**src/rse_pkg.sv**
```systemverilog
// ----------------------------------------------------------------------------
// rse_pkg
// Shared types and constants for the resizing stack engine: request and
// result item layouts, controller states and the control/status bundles.
// ----------------------------------------------------------------------------
package rse_pkg;

  // Default number of stack entries
  localparam int unsigned RseDepth = 1024;

  // Field widths
  localparam int unsigned DataW  = 32;
  localparam int unsigned CountW = 11;
  localparam int unsigned CapW   = 12;
  localparam int unsigned StartW = 11;

  // Start capacity after reset
  localparam logic [StartW-1:0] StartCapRst = StartW'(10);

  // Capacity saturation point
  localparam logic [CapW-1:0] CapMax = '1;

  // Request codes
  localparam logic ReqPush = 1'b0;
  localparam logic ReqPop  = 1'b1;

  // Request item
  typedef struct packed {
    logic                    req_type;
    logic signed [DataW-1:0] push_value;
  } rse_in_t;

  // Result item
  typedef struct packed {
    logic signed [DataW-1:0] pop_value;
    logic                    empty_error;
    logic                    overflow;
    logic [CountW-1:0]       item_count;
    logic [CapW-1:0]         capacity_now;
    logic [CapW-1:0]         peak_capacity;
  } rse_out_t;

  // Controller states
  typedef enum logic [1:0] {
    ST_IDLE,
    ST_READ,
    ST_RESP
  } rse_state_e;

  // Controller to datapath
  typedef struct packed {
    logic accept;   // take the request and update the stack state
    logic load_rd;  // capture memory read data as the popped value
  } rse_cmd_t;

  // Datapath to controller
  typedef struct packed {
    logic rd_pending;  // current request is a pop of a non-empty stack
  } rse_status_t;

endpackage

```
**src/rse_ctrl.sv**
```systemverilog
// ----------------------------------------------------------------------------
// rse_ctrl
// Controller state machine: accepts one request, waits for the memory read
// on a non-empty pop, then holds the result until the consumer takes it.
// ----------------------------------------------------------------------------
module rse_ctrl (
  input  logic                 clk_i,
  input  logic                 rst_ni,
  input  logic                 in_valid_i,
  output logic                 in_ready_o,
  output logic                 out_valid_o,
  input  logic                 out_ready_i,
  input  rse_pkg::rse_status_t status_i,
  output rse_pkg::rse_cmd_t    cmd_o
);
  import rse_pkg::*;

  rse_state_e state_q, state_d;

  // State register
  always_ff @(posedge clk_i or negedge rst_ni) begin
    if (!rst_ni) begin
      state_q <= ST_IDLE;
    end else begin
      state_q <= state_d;
    end
  end

  // Next state
  always_comb begin
    state_d = state_q;
    unique case (state_q)
      ST_IDLE: begin
        if (in_valid_i) begin
          state_d = status_i.rd_pending ? ST_READ : ST_RESP;
        end
      end
      ST_READ: begin
        state_d = ST_RESP;
      end
      ST_RESP: begin
        if (out_ready_i) begin
          state_d = ST_IDLE;
        end
      end
      default: begin
        state_d = ST_IDLE;
      end
    endcase
  end

  // Outputs
  always_comb begin
    in_ready_o    = 1'b0;
    out_valid_o   = 1'b0;
    cmd_o.accept  = 1'b0;
    cmd_o.load_rd = 1'b0;
    unique case (state_q)
      ST_IDLE: begin
        in_ready_o   = 1'b1;
        cmd_o.accept = in_valid_i;
      end
      ST_READ: begin
        cmd_o.load_rd = 1'b1;
      end
      ST_RESP: begin
        out_valid_o = 1'b1;
      end
      default: begin
        in_ready_o = 1'b0;
      end
    endcase
  end

endmodule

```
**config.mk**
```make
export PLATFORM = sky130hd
export DESIGN_NAME = rse_ctrl
export DESIGN_NICKNAME = d
export VERILOG_FILES = /design/src/rse_pkg.sv /design/src/rse_ctrl.sv
export SDC_FILE = /design/constraint.sdc
export NUM_CORES = 1
export LEC_CHECK = 0
export ABC_CLOCK_PERIOD_IN_PS = 2160
export BUFFER_PORTS_ARGS = -buffer_cell sky130_fd_sc_hd__buf_2
export CORE_AREA = 2 2 39 41
export CTS_BUF_LIST = sky130_fd_sc_hd__clkbuf_4
export DETAILED_ROUTE_END_ITERATION = 8
export DIE_AREA = 0 0 41 43
export SLEW_MARGIN = 10
export SYNTH_ARGS = -nofsm -noshare
export SYNTH_HDL_FRONTEND = slang
export SYNTH_SLANG_ARGS = --single-unit
```
**constraint.sdc**
```tcl
create_clock -name clk_i -period 2.16 [get_ports clk_i]
set_input_delay 0.648 -clock clk_i [delete_from_list [all_inputs] [get_ports clk_i]]
set_output_delay 0.648 -clock clk_i [all_outputs]
set_load 0.02 [all_outputs]
```
==> results of run 1 <==
## synthesized netlist by cell type
library cell,number
nor2b_1,1
nand2b_1,1
nor2_2,1
a21oi_1,1
o21a_1,1
and2_1,1
and2b_2,1
dfrtp_1,2
and3_1,1
## report_power, final
group / switching [mW] / internal [mW]
combinational: 0.0638 / 0.0442
sequential: 0.0134 / 0.0504
clock: 0.0208 / 0.0612
total: 0.0980 / 0.156
## path summary, 6_finish.rpt
path / to / depth (start not counted) / slack (ps)
max: cmd_o[1] / 3 / 440
min: state_q[1] / 1 / 200
max reg2reg: state_q[0] / 2 / 1370
min reg2reg: state_q[1] / 2 / 590
max in group asynchronous: state_q[0] / 1 / 1860
min in group clk_i: state_q[1] / 2 / 590
## layout by cell type (no fill, tap or decap)
master    netlist  routed
a21oi_1         1       1
and2_1          1       1
and2b_2         1       1
and3_1          1       1
buf_2           0       8
clkbuf_4        0       3
dfrtp_1         2       2
nand2b_1        1       1
nor2_2          1       1
nor2b_1         1       1
o21a_1          1       1
## final cells by class
cell class,count,area (um^2)
fillers,162,1200
clock buffers,3,22.5
well taps,16,20.0
multi-input cells,8,52.6
repair buffers,8,40.0
flip-flops and latches,2,50.0
## logic make-up after synthesis
logic type | count (synthesis) | share of synthesized area
AND/OR/NAND/NOR | 6 | 0.390
flip-flops | 2 | 0.488
AO/OA/AOI/OAI | 2 | 0.122
## critical path, delay by kind of cell (launching register included)
family                 cells  cell delay, ps
AND/OR/NAND/NOR            2             310
flip-flops                 1             390
buffers and inverters      1             150
## per-layer routing
layer	part of all wire	GRT usage	up-vias
met2	0.37	0.0375	6
met4	0	0.0400	0
met5	0	0	-
met1	0.49	0.0417	39
met3	0.15	0.0785	0
li1	-	-	56
## metrics by stage
stage	instance area [um^2]	setup slack, ps	hold WS (ps)
detailed placement	163	478	435
global route	185	372	187
finish	185	436	201
global placement	163	484	433
CTS	185	416	190
floorplan	103	577	352
==> flow_metrics.tcl, run 1 <==
set metrics [dict create \
    outcome "complete, no violations" \
    syn_nets 15 \
    place_hpwl_um 205 \
    synth_top_area_frac 0.488 \
    clk_pin_slew_worst_paths_ps 30 \
    drtPass1Iterations 3 \
    die_h_um 43 \
    ys_seq_area_frac 0.488 \
    vias_per_cell 2.73 \
    cp.arrival_ps 1080 \
    regMostFlops "state_q" \
    numCtsBuffers 3 \
    finalCritPeriodShare 0.798 \
    areaGrowthSynthToFinish_pct 80.5 \
    ant_nets 0 \
    largest_register_ffs 2 \
    diodes 0 \
    top_regs "state_q (2)" \
    criticalPathCategory "register to output pin" \
    fin_setup_tns_ps 0 \
    max-cap-violations 0 \
    dieArea_um2 1760 \
    rsz0062_at_grt "false" \
    cts_tree "built" \
    cts_sinks 2 \
    drt_iter0_drc 2 \
    synth_cell_types 9 \
    finalClockSkew_ps 3.59 \
    grt_max_degree 5 \
    synth_top_cell_by_area "dfrtp_1" \
    drc 0 \
    drt-total-wl_um 262 \
    ys.warnings.count 0 \
    tightest_slew_ps 140 \
    clock.fmax_mhz 580 \
    start_util 0.0741 \
    finish.utilization 0.134 \
    clkLatencyLatePin_ps 220 \
    syn_area_per_cell_um2 10.3 \
    worstPathMaxFanout 4 \
    antenna_found_initial 0 \
    slowest_delay_ps 390 \
    slew_headroom 0.907 \
    place_inst 34 \
    wire_per_inst_um 7.08 \
    layout-drive-gt1-share 0.619 \
    min_path_type "input pin to async pin" \
    postCtsSetupBuffers 0 \
    p_per_area_nw_per_um2 1370 \
    ios 9 \
    postSynthCellCount 10 \
    grt_pass1_wl_um 427 \
    grt-ovfl-total 0 \
    period_needed_ps 1720 \
    syn-cell-area_um2 103 \
    worst_r2r_startpoint "state_q[0]" \
    cts.htree.levels 1 \
    startpoint_type "register" \
    cts_resized 0 \
    cts_hold_buf 0 \
    dr_total_vias 101 \
    fin_cells 37 \
    synth-seq-cells 2 \
    port_buffers 8 \
    vdd_drop_max_uv 283 \
    clock-root-buffer "clkbuf_4" \
    required_ps 1510 \
    track_usage 0.0461 \
    synth_area_leaders "dfrtp_1, and2b_2, o21a_1, and2_1, and3_1" \
    crit_path_start "state_q[0]" \
    setup_viol_count_final 0 \
    grt_pass1_vias 108 \
    fp-row-count 14 \
    dieWidth_um 41 \
    slowest_stage "dfrtp_1" \
    core_area_um2 1380 \
    nets 28 \
    drv_slew 0 \
    hold_viol 0 \
    end_kind "output pin" \
    power_mw 0.254 \
    gp_congestion 0.678 \
    p_leak_nw 0.0965 \
    crit_chain "nor2_2 -> and2_1 -> buf_2" \
    ctsLongestPathBuffers 2 \
]
No activity file was read; power rests on OpenSTA's default activity.
==> run 2: changes to the inputs <==
Settings changed: ABC_AREA set to 1, ABC_CLOCK_PERIOD_IN_PS 2160 to 1650.
Clock period 2.16 ns to 1.65 ns, I/O delays scaled along.
==> run 2 against run 1 <==
Cell count rose by 16%; power grew 1.9%; non-clock buffer count is the same; count of clock-buffer cells in the layout stayed put.
==> flow_metrics.tcl, run 2 <==
set metrics [dict create \
    grt_use_met2 0.0531 \
    ys.warnings.count 0 \
    place_hpwl_um 226 \
    synth_cell_types 9 \
    areaGrowthSynthToFinish_pct 70.2 \
    postSynthCellCount 16 \
    drtPass1Iterations 2 \
    path_buf_inv 2 \
    synth_commonest_cells "inv_1, dfrtp_1, inv_2, nand3_1, nor2_1" \
    startpoint_type "register" \
    place_inst 40 \
    start_util 0.0850 \
    numCtsBuffers 3 \
    synth_top_area_frac 0.426 \
    synth_top_cell_by_area "dfrtp_1" \
    slowest_stage "dfrtp_1" \
    top_usage_layer "met4" \
    antenna_found_initial 0 \
    drt_iter0_drc 3 \
    setup_viol_count_final 0 \
    power_mw 0.259 \
    finalClockSkew_ps 3.03 \
    grt-ovfl-total 0 \
    worstPathMaxFanout 4 \
    ys.flop_type "dfrtp_1" \
    slowest_delay_ps 370 \
    ctsLongestPathBuffers 2 \
    drc 0 \
    regMostFlops "state_q" \
    die_h_um 43 \
    cp.arrival_ps 1000 \
    postCtsSetupBuffers 0 \
    max-cap-violations 0 \
    clock-root-buffer "clkbuf_4" \
    clock.fmax_mhz 667 \
    cts_resized 0 \
    finalCritPeriodShare 0.908 \
    rsz0062_at_grt "false" \
    synth-seq-cells 2 \
    cts_hold_buf 0 \
    grt_max_degree 5 \
    cts.htree.levels 1 \
    vias_per_cell 2.84 \
    synth_edf_count 0 \
    slew_headroom 0.918 \
    ys_seq_area_frac 0.426 \
    fin_setup_tns_ps 0 \
    tightest_slew_ps 122 \
    gp_congestion 0.577 \
    p_per_area_nw_per_um2 1290 \
    cts_tree "built" \
    final_common_cell "buf_2" \
    required_ps 1150 \
    hold_viol 0 \
    grt_pass1_wl_um 476 \
    outcome "complete, no violations" \
    post-synth-top-count-cell "inv_1" \
    fp-row-count 14 \
    met1_usage 0.0387 \
    layout-drive-gt1-share 0.556 \
    crit_chain "inv_2 -> nand2_2 -> nor2_1 -> buf_2" \
    end_kind "output pin" \
    core_area_um2 1380 \
    min_path_type "input pin to async pin" \
    ios 9 \
    syn_area_per_cell_um2 7.35 \
    layout_common_cells "buf_2, inv_1, clkbuf_4" \
    cts_sinks 2 \
    clk_pin_slew_worst_paths_ps 30 \
    synth-async-reset-ratio 1.00 \
    fin_cells 43 \
    nets 34 \
    vdd_drop_max_uv 156 \
    dieWidth_um 41 \
    period_needed_ps 1500 \
    wire_per_inst_um 6.81 \
    dr_total_vias 122 \
    port_buffers 8 \
    use_met3 0.0314 \
    p_leak_nw 0.123 \
    largest_register_ffs 2 \
    drt-total-wl_um 293 \
    holdWs_ps 45.1 \
    top_regs "state_q (2)" \
    cp_top_family "flip-flops" \
    syn_nets 21 \
    clkLatencyLatePin_ps 230 \
    dieArea_um2 1760 \
    criticalPathCategory "register to output pin" \
    track_usage 0.0563 \
    diodes 0 \
    syn-cell-area_um2 118 \
    grt_pass1_vias 136 \
    drv_slew 0 \
    ant_nets 0 \
    synth_area_leaders "dfrtp_1, inv_1, nand3_1, nor3_2, inv_2" \
]
==> run 2: cell types whose count changed in the layout (fill, tap and decap cells not counted), sizes merged <==
cell	before	now
nor2b	1	0
nor3	0	1
nand3	0	2
and2	1	0
inv	0	6
nand2b	1	0
and2b	1	0
nor2	1	2
nand2	0	2
o21a	1	0
a21oi	1	0
nand3b	0	1
and3	1	0
==> run 2: final timing paths <==
kind	slack [ps]	start	end	cells past startpoint
worst max-delay path	150	state_q[1]	cmd_o[1]	4
worst min-delay path	50	rst_ni	state_q[1]	1
worst max register to register	940	state_q[1]	state_q[0]	3
worst min register to register	530	state_q[1]	state_q[1]	2
max in group asynchronous	1510	rst_ni	state_q[0]	1
min in group clk_i	530	state_q[1]	state_q[1]	2
==> run 2: where the power goes <==
part / total (mW) / switching [mW] / internal, mW
clock network: 0.111 / 0.0301 / 0.0805
registers: 0.0631 / 0.00549 / 0.0576
logic: 0.0850 / 0.0557 / 0.0293
==> run 2: cells by family after synthesis <==
logic type | Yosys count | share of synthesized area
simple gates | 8 | 0.383
flops | 2 | 0.426
buf+inv | 6 | 0.191
==> run 2: final cells by class <==
class / instances / area (um^2)
clock buffers: 3 / 22.5
fillers: 164 / 1180
inverters: 6 / 22.5
multi-input cells: 8 / 45.0
flip-flops and latches: 2 / 50.0
well taps: 16 / 20.0
repair buffers: 8 / 40.0
==> run 2: through the flow <==
stage | utilization | area, um^2 | setup WS (ps)
6_report | 0.145 | 200 | 152
5_1_grt | 0.145 | 200 | 99.4
2_1_floorplan | - | 118 | 325
4_1_cts | 0.145 | 200 | 132
3_5_place_dp | 0.128 | 178 | 253
3_3_place_gp | 0.128 | 178 | 265
==> run 2: routing by layer <==
layer | vias up | share of wire
li1 | 69 | -
met3 | 0 | 0.027
met4 | 0 | 0
met5 | - | 0
met1 | 50 | 0.34
met2 | 3 | 0.63
